**config.mk**
```make
export PLATFORM = sky130hd
export DESIGN_NAME = text_line_glyph_columns
export DESIGN_NICKNAME = d
export VERILOG_FILES = /design/src/tlgc_pkg.sv /design/src/tlgc_line_buf.sv /design/src/tlgc_render.sv /design/src/text_line_glyph_columns.sv
export VERILOG_INCLUDE_DIRS = /design/src /design/src/src
export SDC_FILE = /design/constraint.sdc
export NUM_CORES = 1
export LEC_CHECK = 0
export BUFFER_PORTS_ARGS = -buffer_cell sky130_fd_sc_hd__buf_4
export CORE_MARGIN = 3
export CORE_UTILIZATION = 50
export DETAILED_ROUTE_END_ITERATION = 12
export GPL_TIMING_DRIVEN = 0
export PLACE_DENSITY = 0.72
export SYNTH_ARGS = -nofsm -noshare
export SYNTH_HDL_FRONTEND = slang
export SYNTH_SLANG_ARGS = --single-unit
```
**constraint.sdc**
```tcl
create_clock -name clk -period 17.3 [get_ports clk]
set_clock_uncertainty 0.1 [all_clocks]
set_input_delay 1.73 -clock clk [delete_from_list [all_inputs] [get_ports clk]]
set_output_delay 1.73 -clock clk [all_outputs]
set_load 0.03 [all_outputs]
```
**src/assert_macros.svh**
```systemverilog
// Assertion helpers shared by the RTL.
`ifndef ASSERT_MACROS_SVH
`define ASSERT_MACROS_SVH

// Same-cycle implication, checked outside reset.
`define ASSERT_NOW(lbl, ante, cons, msg) \
  lbl: assert property (@(posedge clk) disable iff (!rst_n) (ante) |-> (cons)) \
    else $error(msg);

// Next-cycle implication, checked outside reset.
`define ASSERT_NEXT(lbl, ante, cons, msg) \
  lbl: assert property (@(posedge clk) disable iff (!rst_n) (ante) |=> (cons)) \
    else $error(msg);

`endif

```
**src/tlgc_pkg.sv**
```systemverilog
package tlgc_pkg;

  localparam int unsigned PAGE_COLUMNS_DEF = 128;
  localparam int unsigned MAX_CHARS_DEF    = 21;

  localparam int unsigned CELL_COLS  = 6;
  localparam int unsigned GLYPH_COLS = 5;

  localparam logic [6:0] FIRST_LETTER = 7'h41;
  localparam logic [6:0] LAST_LETTER  = 7'h55;
  localparam logic [6:0] LOWER_START  = 7'h61;
  localparam logic [6:0] CASE_OFFSET  = 7'd32;

  typedef enum logic [1:0] {
    MODE_APPEND = 2'd0,
    MODE_CLEAR  = 2'd1,
    MODE_FETCH  = 2'd2
  } mode_t;

  typedef struct packed {
    logic       written;
    logic       in_text;
    logic [2:0] pos;
  } fetch_t;

  // Five columns of one letter, column 0 in the low byte.
  function automatic logic [39:0] glyph_row(input logic [4:0] letter);
    logic [39:0] row;
    case (letter)
      5'd0:    row = {8'h7E, 8'h11, 8'h11, 8'h11, 8'h7E};
      5'd1:    row = {8'h36, 8'h49, 8'h49, 8'h49, 8'h7F};
      5'd2:    row = {8'h22, 8'h41, 8'h41, 8'h41, 8'h3E};
      5'd3:    row = {8'h1C, 8'h22, 8'h41, 8'h41, 8'h7F};
      5'd4:    row = {8'h41, 8'h49, 8'h49, 8'h49, 8'h7F};
      5'd5:    row = {8'h01, 8'h09, 8'h09, 8'h09, 8'h7F};
      5'd7:    row = {8'h7F, 8'h08, 8'h08, 8'h08, 8'h7F};
      5'd8:    row = {8'h00, 8'h41, 8'h7F, 8'h41, 8'h00};
      5'd10:   row = {8'h41, 8'h22, 8'h14, 8'h08, 8'h7F};
      5'd11:   row = {8'h40, 8'h40, 8'h40, 8'h40, 8'h7F};
      5'd12:   row = {8'h7F, 8'h02, 8'h0C, 8'h02, 8'h7F};
      5'd13:   row = {8'h7F, 8'h10, 8'h08, 8'h04, 8'h7F};
      5'd14:   row = {8'h3E, 8'h41, 8'h41, 8'h41, 8'h3E};
      5'd17:   row = {8'h46, 8'h29, 8'h19, 8'h09, 8'h7F};
      5'd18:   row = {8'h31, 8'h49, 8'h49, 8'h49, 8'h46};
      5'd19:   row = {8'h01, 8'h01, 8'h7F, 8'h01, 8'h01};
      5'd20:   row = {8'h3F, 8'h40, 8'h40, 8'h40, 8'h3F};
      default: row = 40'h0;
    endcase
    return row;
  endfunction

  function automatic logic [7:0] glyph_column(input logic [6:0] code, input logic [2:0] pos);
    logic [6:0]  c;
    logic [39:0] row;
    logic [7:0]  col_byte;
    c = code;
    if (c >= LOWER_START) begin
      c = c - CASE_OFFSET;
    end
    row = glyph_row(5'(c - FIRST_LETTER));
    if ((pos >= 3'(GLYPH_COLS)) || (c < FIRST_LETTER) || (c > LAST_LETTER)) begin
      col_byte = 8'h00;
    end else begin
      col_byte = row[{pos, 3'b000} +: 8];
    end
    return col_byte;
  endfunction

endpackage

```
**src/tlgc_line_buf.sv**
```systemverilog
module tlgc_line_buf #(
  parameter int unsigned PAGE_COLUMNS = tlgc_pkg::PAGE_COLUMNS_DEF,
  parameter int unsigned MAX_CHARS    = tlgc_pkg::MAX_CHARS_DEF
) (
  input  logic             clk,
  input  logic             rst_n,
  input  logic             wr_en,
  input  logic             clr_en,
  input  logic             rd_en,
  input  logic [6:0]       char_code,
  input  logic [6:0]       column,
  output tlgc_pkg::fetch_t fetch_r,
  output logic [6:0]       code_r
);
  import tlgc_pkg::*;

  localparam int unsigned CNT_W  = $clog2(MAX_CHARS + 1);
  localparam int unsigned ADDR_W = (MAX_CHARS > 1) ? $clog2(MAX_CHARS) : 1;
  localparam int unsigned WID_W  = $clog2(MAX_CHARS * CELL_COLS + 1);
  localparam int unsigned PAGE_W = $clog2(PAGE_COLUMNS + 1);
  localparam int unsigned BIG_W  = (PAGE_W > WID_W) ? PAGE_W : WID_W;
  localparam int unsigned CMP_W  = (BIG_W > 8) ? BIG_W : 8;
  localparam logic [CMP_W-1:0] PAGE_C = CMP_W'(PAGE_COLUMNS);
  localparam logic [CMP_W-1:0] PAD0   = CMP_W'(PAGE_COLUMNS / 2);

  logic [6:0]       line_mem [MAX_CHARS];
  logic [CNT_W-1:0] count_r, count_nxt;
  logic [CMP_W-1:0] width_r, width_nxt;
  logic [CMP_W-1:0] pad_r, pad_nxt;

  logic [CMP_W-1:0] col_x, rel_x;
  logic [6:0]       rel;
  logic [14:0]      prod;
  logic [4:0]       idx;
  logic [6:0]       rem;
  logic [ADDR_W-1:0] rd_addr;
  logic             in_page, before_pad, in_text;
  fetch_t           fetch_nxt;

  always_comb begin
    count_nxt = count_r;
    width_nxt = width_r;
    if (clr_en) begin
      count_nxt = '0;
      width_nxt = '0;
    end else if (wr_en && (count_r < CNT_W'(MAX_CHARS))) begin
      count_nxt = count_r + CNT_W'(1);
      width_nxt = width_r + CMP_W'(CELL_COLS);
    end
    pad_nxt = (width_nxt < PAGE_C) ? ((PAGE_C - width_nxt) >> 1) : '0;
  end

  always_ff @(posedge clk) begin
    if (!rst_n) begin
      count_r <= '0;
      width_r <= '0;
      pad_r   <= PAD0;
    end else begin
      count_r <= count_nxt;
      width_r <= width_nxt;
      pad_r   <= pad_nxt;
    end
  end

  // Column to cell index and offset; x171 >> 10 is an exact /6 for 7-bit values.
  always_comb begin
    col_x      = CMP_W'(column);
    in_page    = col_x < PAGE_C;
    before_pad = col_x < pad_r;
    rel_x      = col_x - pad_r;
    rel        = rel_x[6:0];
    in_text    = in_page && !before_pad && (rel_x < width_r);
    prod       = 15'(rel) * 15'd171;
    idx        = prod[14:10];
    rem        = rel - ({2'b00, idx} << 2) - ({2'b00, idx} << 1);
    rd_addr    = ADDR_W'(idx);
    fetch_nxt.written = in_page && (before_pad || in_text);
    fetch_nxt.in_text = in_text;
    fetch_nxt.pos     = rem[2:0];
  end

  always_ff @(posedge clk) begin
    if (wr_en && (count_r < CNT_W'(MAX_CHARS))) begin
      line_mem[count_r[ADDR_W-1:0]] <= char_code;
    end
    if (rd_en && in_text) begin
      code_r <= line_mem[rd_addr];
    end
  end

  always_ff @(posedge clk) begin
    if (rd_en) begin
      fetch_r <= fetch_nxt;
    end
  end

endmodule

```
**src/tlgc_render.sv**
```systemverilog
module tlgc_render (
  input  logic             clk,
  input  logic             load,
  input  tlgc_pkg::fetch_t fetch,
  input  logic [6:0]       code,
  output logic [7:0]       column_byte,
  output logic             column_written
);
  import tlgc_pkg::*;

  logic [7:0] byte_r;
  logic       written_r;

  always_ff @(posedge clk) begin
    if (load) begin
      byte_r    <= fetch.in_text ? glyph_column(code, fetch.pos) : 8'h00;
      written_r <= fetch.written;
    end
  end

  assign column_byte    = byte_r;
  assign column_written = written_r;

endmodule

```
**src/text_line_glyph_columns.sv**
```systemverilog
// Centred text line renderer for a small graphic display page. Append, clear
// and fetch transactions are taken one per cycle unless stalled; append and
// clear take effect at acceptance and return nothing. A fetch's column byte
// goes through stages: the first reads the line buffer, the second looks up
// the 5x7 glyph ROM into the output register. Input stall rises only when both
// stages hold a fetch and the output is stalled. No clearing pass after reset.
`include "assert_macros.svh"

module text_line_glyph_columns #(
  parameter int unsigned PAGE_COLUMNS = tlgc_pkg::PAGE_COLUMNS_DEF,
  parameter int unsigned MAX_CHARS    = tlgc_pkg::MAX_CHARS_DEF
) (
  input  logic       clk,
  input  logic       rst_n,
  input  logic       in_valid,
  output logic       in_stall,
  input  logic [1:0] in_mode,
  input  logic [6:0] in_char_code,
  input  logic [6:0] in_column,
  output logic       out_valid,
  input  logic       out_stall,
  output logic [7:0] out_column_byte,
  output logic       out_column_written
);
  import tlgc_pkg::*;

  logic   en_out, en1, acc;
  logic   s1_v_r, s1_v_nxt;
  logic   out_valid_r, out_valid_nxt;
  logic   wr_en, clr_en, rd_en;
  fetch_t fetch_r;
  logic [6:0] code_r;

  assign en_out = !out_valid_r || !out_stall;
  assign en1    = !s1_v_r || en_out;
  assign acc    = in_valid && en1;
  assign wr_en  = acc && (in_mode == MODE_APPEND);
  assign clr_en = acc && (in_mode == MODE_CLEAR);
  assign rd_en  = acc && (in_mode == MODE_FETCH);

  always_comb begin
    s1_v_nxt      = en1 ? rd_en : s1_v_r;
    out_valid_nxt = en_out ? s1_v_r : out_valid_r;
  end

  always_ff @(posedge clk) begin
    if (!rst_n) begin
      s1_v_r      <= 1'b0;
      out_valid_r <= 1'b0;
    end else begin
      s1_v_r      <= s1_v_nxt;
      out_valid_r <= out_valid_nxt;
    end
  end

  tlgc_line_buf #(
    .PAGE_COLUMNS(PAGE_COLUMNS),
    .MAX_CHARS   (MAX_CHARS)
  ) u_line_buf (
    .clk      (clk),
    .rst_n    (rst_n),
    .wr_en    (wr_en),
    .clr_en   (clr_en),
    .rd_en    (rd_en),
    .char_code(in_char_code),
    .column   (in_column),
    .fetch_r  (fetch_r),
    .code_r   (code_r)
  );

  tlgc_render u_render (
    .clk           (clk),
    .load          (en_out && s1_v_r),
    .fetch         (fetch_r),
    .code          (code_r),
    .column_byte   (out_column_byte),
    .column_written(out_column_written)
  );

  assign in_stall  = !en1;
  assign out_valid = out_valid_r;

  `ASSERT_NOW(a_unwritten_blank, out_valid_r && !out_column_written, out_column_byte == 8'h00, "unwritten column not blank")
  `ASSERT_NEXT(a_fetch_enters, in_valid && !in_stall && (in_mode == MODE_FETCH), s1_v_r, "fetch lost")
  `ASSERT_NOW(a_stall_full, in_stall, s1_v_r && out_valid_r && out_stall, "stall with room")

endmodule
```
==> results of run 1 <==
[logic make-up (layout without fill, tap and decap cells)]
| group | Yosys count | in the layout | share of synthesized area (%) |
|---|---|---|---|
| simple gates | 329 | 329 | 14.41 |
| compound gates | 231 | 231 | 14.36 |
| flops | 189 | 189 | 50.70 |
| buf+inv | 109 | 171 | 4.605 |
| fa+ha+maj | 75 | 75 | 9.420 |
| xor+xnor | 29 | 29 | 2.361 |
| mux | 29 | 29 | 4.105 |
| other cells | 1 | 1 | 0.03485 |
[area by class of cell]
cell class | count | area, um2
clock inverters | 15 | 212.7
inverters | 60 | 225.2
flip-flops and latches | 189 | 5455
well taps | 275 | 344.1
fillers | 1788 | 9115
multi-input cells | 694 | 4815
repair buffers | 30 | 225.2
clock buffers | 17 | 425.4
plain buffers | 49 | 270.3
[per-stage QoR]
| stage | cell area, um2 | utilization (%) | instances | hold slack, ns | worst slack [ns] |
|---|---|---|---|---|---|
| 6_report | 11970 | 56.78 | 1329 | 0.3283 | 8.842 |
| 3_3_place_gp | 11320 | 53.68 | 1296 | 0.3083 | 8.626 |
| 3_5_place_dp | 11330 | 53.75 | 1297 | 0.3280 | 8.573 |
| 2_1_floorplan | 10760 | - | 992 | 0.3003 | 9.883 |
| 4_1_cts | 11970 | 56.78 | 1329 | 0.3409 | 8.953 |
| 5_1_grt | 11970 | 56.78 | 1329 | 0.3471 | 8.517 |
[sequential cells by signal, summed over array words and instances (netlist names)]
register                 flops
s1_v_r                       1
u_line_buf.width_r           8
out_valid                    1
u_line_buf.code_r            7
u_line_buf.pad_r             7
u_line_buf.line_mem        147
u_render.column_written      1
u_render.column_byte         7
u_line_buf.fetch_r           5
u_line_buf.count_r           5
[cell usage after synthesis, types with 14 or more instances]
| master | instances | share of area, % |
|---|---|---|
| nand3_1 | 35 | 1.6 |
| dfxtp_1 | 22 | 4.1 |
| clkbuf_1 | 28 | 0.98 |
| inv_1 | 58 | 2.0 |
| nand2_1 | 120 | 4.2 |
| a21oi_1 | 62 | 2.9 |
| a2111oi_0 | 14 | 1.1 |
| edfxtp_1 | 167 | 47 |
| ha_1 | 65 | 7.6 |
| nor2_1 | 82 | 2.9 |
| o21ai_0 | 45 | 2.1 |
| xor2_1 | 14 | 1.1 |
| xnor2_1 | 15 | 1.2 |
| a211oi_1 | 16 | 1.1 |
| and3_1 | 15 | 0.87 |
[metal layers]
| layer | vias to the layer above | part of all wire [%] | track usage [%] |
|---|---|---|---|
| met4 | 0 | 3.1 | 7.976 |
| li1 | 3762 | - | - |
| met1 | 3810 | 43 | 31.29 |
| met2 | 347 | 48 | 36.65 |
| met5 | - | 0 | 0 |
| met3 | 65 | 6.8 | 3.635 |
[worst max path at each step]
stage            startpoint              endpoint  slack (ns)  depth (start not counted)
6_report       in_column[0]  u_line_buf.code_r[1]        8.84                         26
5_1_grt        in_column[0]  u_line_buf.code_r[1]        8.52                         26
4_1_cts        in_column[0]  u_line_buf.code_r[1]        8.95                         26
3_5_place_dp   in_column[0]  u_line_buf.code_r[1]        8.57                         26
3_3_place_gp   in_column[0]  u_line_buf.code_r[1]        8.63                         26
2_1_floorplan  in_column[0]  u_line_buf.code_r[5]        9.88                         24
==> out/summary.txt, run 1 <==
clock-pin slew on the worst setup and hold paths = 0.08 ns
Top Ports = 31
number of port buffers = 29
nets = 1,136
status = finished clean
commonest non-fill, non-tap cell in the layout = edfxtp_1
final antenna-violating net count = 0
CTS tree = built
critical path's top delay family = adder cells
DR iter-0 viols = 773
Ant. Diodes = 0
Peak Freq = 118.2 MHz
TritonRoute pass-1 iters = 6
RSZ-0062 raised after global routing = no
CP Launch Type = input port
initial antenna violation count = 0
Starting Density = 51.02%
layout cells sized above 1 = 11.10%
Max stage delay on crit path = 0.53 ns
GP Congestion = 0.9116
DR WL/cell = 19.88 um
CP max-delay cell = mux2i_1
fin. max-slew vios = 0
PostCTS Resize Cnt = 0
Worst EP required = 17.40 ns
Routed Wire Length = 26,430 um
r2r startpoint = u_line_buf.pad_r[0]
CP Data Arrival Time = 8.56 ns
Die Ht = 152.7 um
slew margin rel. = 20.43%
sequential area share after synthesis = 50.70%
largest net degree at the start of global routing = 22
critical hold path startpoint = u_line_buf.fetch_r[4]
Via-to-Cell Ratio = 6.008
reg2reg end = u_line_buf.code_r[1]
syn_area_per_cell = 10.85 um2
r2r setup slk = 9.96 ns
Final Cycle Share = 48.89%
grt total ovfl = 0
GRT Overall Usage = 22.66%
area grow syn2layout = 11.28%
WHS Endpoint = u_render.column_written
Final TNS setup = 0 ns
crit-path max FO = 10
Max Root-Sink Buffers = 2
Buf+Inv Stages, Crit Path = 5
critical path class = input port to register
clock sinks = 189
Num CTS Buffers = 17
Hold Crit Depth = 0
final critical-path required period = 8.458 ns
Synth Flop Type = edfxtp_1
Most common cell on crit path = fa_1
post-cts hold buffer count = 0
die area = 23,310 um2
post-synth cell types = 80
DR DRC count = 0
H-Tree Depth = 4
vias in the first global route = 7,541
Final Hold Viols = 0
ys async rst share = 0%
Seq cells post-synth = 189
clk_lat worst skew = 0.44 ns
Reg2Reg Depth = 24
post-synthesis cell count = 992
Max Cap Violations = 0
first-pass GRT wire length = 41,540 um
Post-Syn Nets = 1,087
Crit. End Element = register
most frequent cells in the layout = edfxtp_1, nand2_1, nor2_1, ha_1, a21oi_1
root buffer cell = clkbuf_16
worst-margin pin slew = 1.183 ns
EDFF count, synth = 167
synthesized cell area = 10,760 um2
Post-CTS Repair Setup Buffers = 0
row count = 53
worst min path class = register to register
dpl hpwl = 18,610 um
final setup violating endpoints = 0
core footprint = 21,090 um2
Syn. warnings = 0
Die Wd = 152.7 um
Vias = 7,984
Power of run 1 is not shown: default switching activity piles up to over one toggle a cycle in this logic, so the estimate is an artifact.
==> run 2, diff against run 1 <==
Settings changed: ABC_AREA set to 1.
Clock period 17.3 ns to 8.2 ns, I/O delays scaled along.
==> run 2 against run 1 <==
Against the previous run: count of clock-buffer cells in the layout is 1 higher; die area about the same; worst hold slack improved by 0.0044 ns; utilization fell by 0.36 points; global-route usage decreased by 1.3 points; non-clock buffer count fell by 11; synthesized area is essentially flat; sequential share of layout area is 0.29 points higher; flip-flop and latch count did not move; largest cell class unchanged; highest routed layer unchanged.
==> out/summary.txt, run 2 <==
Routed Wire Length = 24,750 um (-6.4%)
worst-margin pin slew = 1.205 ns (+0.02234 ns)
post-cts hold buffer count = 0 (unchanged)
post-synth cell types = 44 (-45%)
area share of the largest cell type after synthesis = 46.63% (about the same)
CTS tree = built
EDFF count, synth = 167 (unchanged)
Crit. End Element = register
PostCTS Resize Cnt = 0 (unchanged)
GRT Overall Usage = 21.37% (-1.3 points)
most frequent cells in the layout = nand2_1, inv_1, nand3_1, edfxtp_1, nor2_1
Post-Syn Nets = 1,306 (+20%)
final setup violating endpoints = 0 (unchanged)
syn_area_per_cell = 8.881 um2 (-18%)
initial antenna violation count = 0 (unchanged)
Final Cycle Share = 75.84%
CP max-delay cell = fa_1
Post-CTS Repair Setup Buffers = 0 (unchanged)
Non-Filler Instances = 1,546 (+16%)
crit-path max FO = 10 (unchanged)
Starting Density = 51.00% (about the same)
Final TNS setup = 0 ns (unchanged)
Via-to-Cell Ratio = 5.305 (-12%)
Synth area leader = edfxtp_1
count leader, synth = nand2_1
sequential area share after synthesis = 50.72% (about the same)
vias in the first global route = 7,812 (+3.6%)
GP Congestion = 0.9324 (+2.3%)
Max stage delay on crit path = 0.52 ns (about the same)
die area = 23,310 um2 (about the same)
H-Tree Depth = 4 (unchanged)
final critical-path required period = 6.219 ns
Peak Freq = 160.8 MHz
largest net degree at the start of global routing = 22 (unchanged)
CP Data Arrival Time = 6.31 ns (-2.25 ns)
dpl hpwl = 17,810 um (-4.3%)
first-pass GRT wire length = 39,390 um (-5.2%)
Die Wd = 152.7 um (about the same)
Synth Flop Type = edfxtp_1
grt total ovfl = 0 (unchanged)
slew margin rel. = 19.03% (-1.4 points)
ys async rst share = 0% (unchanged)
RSZ-0062 raised after global routing = no
Synth area leaders = edfxtp_1, nand2_1, nand3_1
row count = 53 (unchanged)
Syn. warnings = 0 (unchanged)
final antenna-violating net count = 0 (unchanged)
Worst EP required = 8.29 ns (-9.11 ns)
number of port buffers = 29 (unchanged)
post-synthesis cell count = 1,211 (+22%)
Max Root-Sink Buffers = 2 (unchanged)
synthesized cell area = 10,760 um2 (about the same)
CP Launch Type = input port
clock sinks = 189 (unchanged)
area grow syn2layout = 10.62%
Final Hold Viols = 0 (unchanged)
nets = 1,354 (+19%)
root buffer cell = clkbuf_16
worst min path class = register to register
DR WL/cell = 16.01 um (-19%)
Seq cells post-synth = 189 (unchanged)
status = finished clean
core footprint = 21,090 um2 (unchanged)
Vias = 8,202 (+2.7%)
fin. max-slew vios = 0 (unchanged)
clk_lat worst skew = 0.44 ns (about the same)
DR iter-0 viols = 784 (+1.4%)
most common library cells after synthesis = nand2_1, inv_1, nand3_1, edfxtp_1, nor2_1
Max Cap Violations = 0 (unchanged)
clock-pin slew on the worst setup and hold paths = 0.07 ns (about the same)
Cells after DPL = 1,515 (+17%)
Top Ports = 31 (unchanged)
TritonRoute pass-1 iters = 5 (-1)
DR DRC count = 0 (unchanged)
commonest non-fill, non-tap cell in the layout = nand2_1
critical path class = input port to register
Ant. Diodes = 0 (unchanged)
layout cells sized above 1 = 9.441% (-1.7 points)
Die Ht = 152.7 um (about the same)
max reg flops = 147 (unchanged)
Num CTS Buffers = 17 (unchanged)
## run 2: cell count changes in the layout (fill, tap and decap cells not counted), moves of 12 or more
cell       change
nand3_1      +135
a21oi_1       -26
xnor2_1       -13
o21ai_0       -12
a211oi_1      -15
buf_2         +14
and3_1        -15
inv_1        +168
nor2_1        -13
nand2_1      +161
clkbuf_1      -22
a2111oi_0     -14
## run 2: logic make-up (layout without fill, tap and decap cells)
| family | Yosys count | count (layout) | synth area share, % |
|---|---|---|---|
| XOR/XNOR | 14 | 14 | 1.384 |
| other | 1 | 1 | 0.03487 |
| buffers and inverters | 269 | 329 | 10.17 |
| flip-flops | 189 | 189 | 50.72 |
| AO/OA/AOI/OAI | 102 | 102 | 5.503 |
| adder cells (fa/ha/maj) | 75 | 75 | 9.423 |
| AND/OR/NAND/NOR | 561 | 561 | 22.77 |
## run 2: per-stage QoR
stage,cell area (um2),utilization (%),worst slack (ns),hold WS [ns]
global placement,11320,53.67,1.613,0.3044
detailed placement,11320,53.67,1.564,0.3202
global route,11900,56.42,1.585,0.3541
CTS,11890,56.39,2.030,0.3367
floorplan,10760,-,2.222,0.3003
finish,11900,56.42,1.981,0.3326
## run 2: layer usage
layer	track usage (%)	wire length [um]	vias up
li1	-	-	4041
met1	29.24	10960	3839
met2	34.25	11490	277
met3	4.601	1741	45
met4	6.958	557	0
met5	0	0	-
## run 2: final timing paths
| kind | cells after the start | slack (ns) | start | end |
|---|---|---|---|---|
| worst min-delay path | 0 | 0.33 | u_line_buf.fetch_r[4] | u_render.column_written |
| worst max-delay path | 30 | 1.98 | in_column[0] | u_line_buf.code_r[0] |
| worst max register to register | 28 | 2.18 | u_line_buf.pad_r[0] | u_line_buf.code_r[0] |
| worst min register to register | 0 | 0.33 | u_line_buf.fetch_r[4] | u_render.column_written |
## run 2: area by class of cell
type                    count  area [um2]
plain buffers              39       230.2
clock buffers              18       429.2
clock inverters            13       145.1
fillers                  1901        9190
inverters                 230       863.3
multi-input cells         753        4213
flip-flops and latches    189        5455
well taps                 275       344.1
repair buffers             29       217.7
## run 2: critical path, delay by kind of cell
| kind | cells | cell delay [ns] |
|---|---|---|
| AND/OR/NAND/NOR | 11 | 1.32 |
| XOR/XNOR | 1 | 0.15 |
| AO/OA/AOI/OAI | 4 | 0.57 |
| adder cells (fa/ha/maj) | 7 | 2.77 |
| buffers and inverters | 7 | 0.68 |
Power of run 2 is left out for the same reason.
==> run 3, diff against run 2 <==
Clock period 8.2 ns to 6.22 ns, I/O delays scaled along.
==> run 3 against run 2 <==
Against the previous run: register-to-register slack worse by 1.8 ns; critical path depth is 2 lower; count of clock-buffer cells in the layout unchanged; die area unchanged; via count is 0.40% lower; highest routed layer unchanged.
==> out/summary.txt, run 3 (same netlist as run 2, synthesis figures left out) <==
status = finished clean
initial antenna violation count = 0 (unchanged)
Reg2Reg Depth = 26 (-7.1%)
dpl hpwl = 17,810 um (unchanged)
commonest non-fill, non-tap cell in the layout = nand2_1
area grow syn2layout = 11.04%
crit-path max FO = 10 (unchanged)
critical hold path startpoint = rst_n
Worst EP required = 6.30 ns (-1.99 ns)
clock-pin slew on the worst setup and hold paths = 0.07 ns (about the same)
slew margin rel. = 18.72% (-0.31 points)
r2r setup slk = 0.38 ns (-1.80 ns)
final setup violating endpoints = 0 (unchanged)
r2r startpoint = u_line_buf.pad_r[0]
most frequent cells in the layout = nand2_1, inv_1, nand3_1, edfxtp_1, nor2_1
DR WL/cell = 16.03 um (+0.17%)
Max Root-Sink Buffers = 2 (unchanged)
reg2reg end = u_line_buf.fetch_r[2]
core footprint = 21,090 um2 (unchanged)
row count = 53 (unchanged)
H-Tree Depth = 4 (unchanged)
nets = 1,356 (+0.15%)
Num CTS Buffers = 17 (unchanged)
vias in the first global route = 7,812 (unchanged)
final antenna-violating net count = 0 (unchanged)
Vias = 8,169 (-0.40%)
Peak Freq = 171.1 MHz
WHS Endpoint = u_line_buf.pad_r[6]
CTS tree = built
post-cts hold buffer count = 0 (unchanged)
Core Util, Final = 56.63% (+0.21 points)
Ant. Diodes = 0 (unchanged)
Die Ht = 152.7 um (unchanged)
Hold Crit Depth = 2 (+2)
die area = 23,310 um2 (unchanged)
first-pass GRT wire length = 39,390 um (unchanged)
largest net degree at the start of global routing = 22 (unchanged)
GRT Overall Usage = 21.37% (unchanged)
CP Data Arrival Time = 5.93 ns (-0.38 ns)
fill count = 1,894 (-0.37%)
Crit. End Element = register
TritonRoute pass-1 iters = 5 (unchanged)
Final Cycle Share = 93.97%
number of port buffers = 29 (unchanged)
final critical-path required period = 5.845 ns
Starting Density = 51.00% (unchanged)
max reg flops = 147 (unchanged)
Via-to-Cell Ratio = 5.277 (-0.53%)
clock sinks = 189 (unchanged)
Top Ports = 31 (unchanged)
DR DRC count = 0 (unchanged)
root buffer cell = clkbuf_16
GP Congestion = 0.9324 (unchanged)
Routed Wire Length = 24,820 um (+0.29%)
DR iter-0 viols = 817 (+4.2%)
grt total ovfl = 0 (unchanged)
clk_lat worst skew = 0.44 ns (about the same)
critical path class = input port to register
worst min path class = input port to register
Die Wd = 152.7 um (unchanged)
worst-margin pin slew = 1.210 ns (+0.004654 ns)
Max Cap Violations = 0 (unchanged)
CP Launch Type = input port
Final Hold Viols = 0 (unchanged)
fin. max-slew vios = 0 (unchanged)
layout cells sized above 1 = 9.819% (+0.38 points)
## run 3: per-layer routing
layer  GRT usage, %  vias to the layer above  part of all wire (%)
met5              0                        -                     0
met4          6.958                        0                   2.1
met3          4.601                       38                   6.7
met2          34.25                      274                    47
met1          29.24                     3815                    45
li1               -                     4042                     -
## run 3: worst max-delay path, cell delays in order
cell     delay [ns]
buf_4          0.08
inv_1          0.03
ha_1           0.21
fa_1           0.42
o21ai_2        0.19
a21oi_1        0.08
inv_1          0.07
a21oi_2        0.06
xor2_1         0.14
inv_1          0.12
ha_1           0.34
inv_1          0.07
fa_1           0.49
fa_1           0.52
inv_1          0.06
fa_1           0.47
ha_1           0.34
nand2_1        0.08
a21oi_1        0.07
nor2_2         0.16
nand2_1        0.11
nand2_1        0.10
nand2_2        0.13
buf_2          0.25
ha_1           0.24
xnor2_1        0.13
xor2_1         0.20
xor2_1         0.15
## run 3: timing repair
| item | 4_1_cts | 5_1_grt |
|---|---|---|
| endpoints found under the setup margin | 0 | 8 |
| buffers inserted | 0 | 2 |
| gates resized for setup | 0 | 8 |
## run 3: area by class of cell
| type | count | area, um2 | area share (%) |
|---|---|---|---|
| plain buffers | 39 | 237.7 | 1.991 |
| clock buffers | 18 | 429.2 | 3.594 |
| clock inverters | 13 | 145.1 | 1.215 |
| inverters | 230 | 863.3 | 7.229 |
| multi-input cells | 753 | 4235 | 35.46 |
| flip-flops and latches | 189 | 5455 | 45.68 |
| well taps | 275 | 344.1 | 2.881 |
| repair buffers | 31 | 232.7 | 1.949 |
## run 3: how the worst max path moves through the flow
| stage | start | endpoint | depth (start not counted) |
|---|---|---|---|
| 2_1_floorplan | in_column[0] | u_line_buf.fetch_r[2] | 27 |
| 3_3_place_gp | in_column[0] | u_line_buf.code_r[1] | 30 |
| 3_5_place_dp | in_column[0] | u_line_buf.code_r[1] | 30 |
| 4_1_cts | u_line_buf.pad_r[0] | u_line_buf.code_r[0] | 28 |
| 5_1_grt | u_line_buf.pad_r[0] | u_line_buf.code_r[0] | 29 |
| 6_report | in_column[0] | u_line_buf.fetch_r[2] | 28 |
## run 3: metrics by stage
stage          hold WS (ns)  instances  setup slack (ns)  area (um2)   TNS (ns)
2_1_floorplan        0.3003       1211            0.4403       10760          0
3_3_place_gp         0.3044       1515           -0.1689       11320     -1.103
3_5_place_dp         0.3202       1515           -0.2183       11320     -1.506
4_1_cts              0.2828       1546            0.2377       11890          0
5_1_grt              0.3028       1548         -0.002329       11940  -0.002329
6_report             0.2932       1548            0.3750       11940          0
Power of run 3 is left out for the same reason.
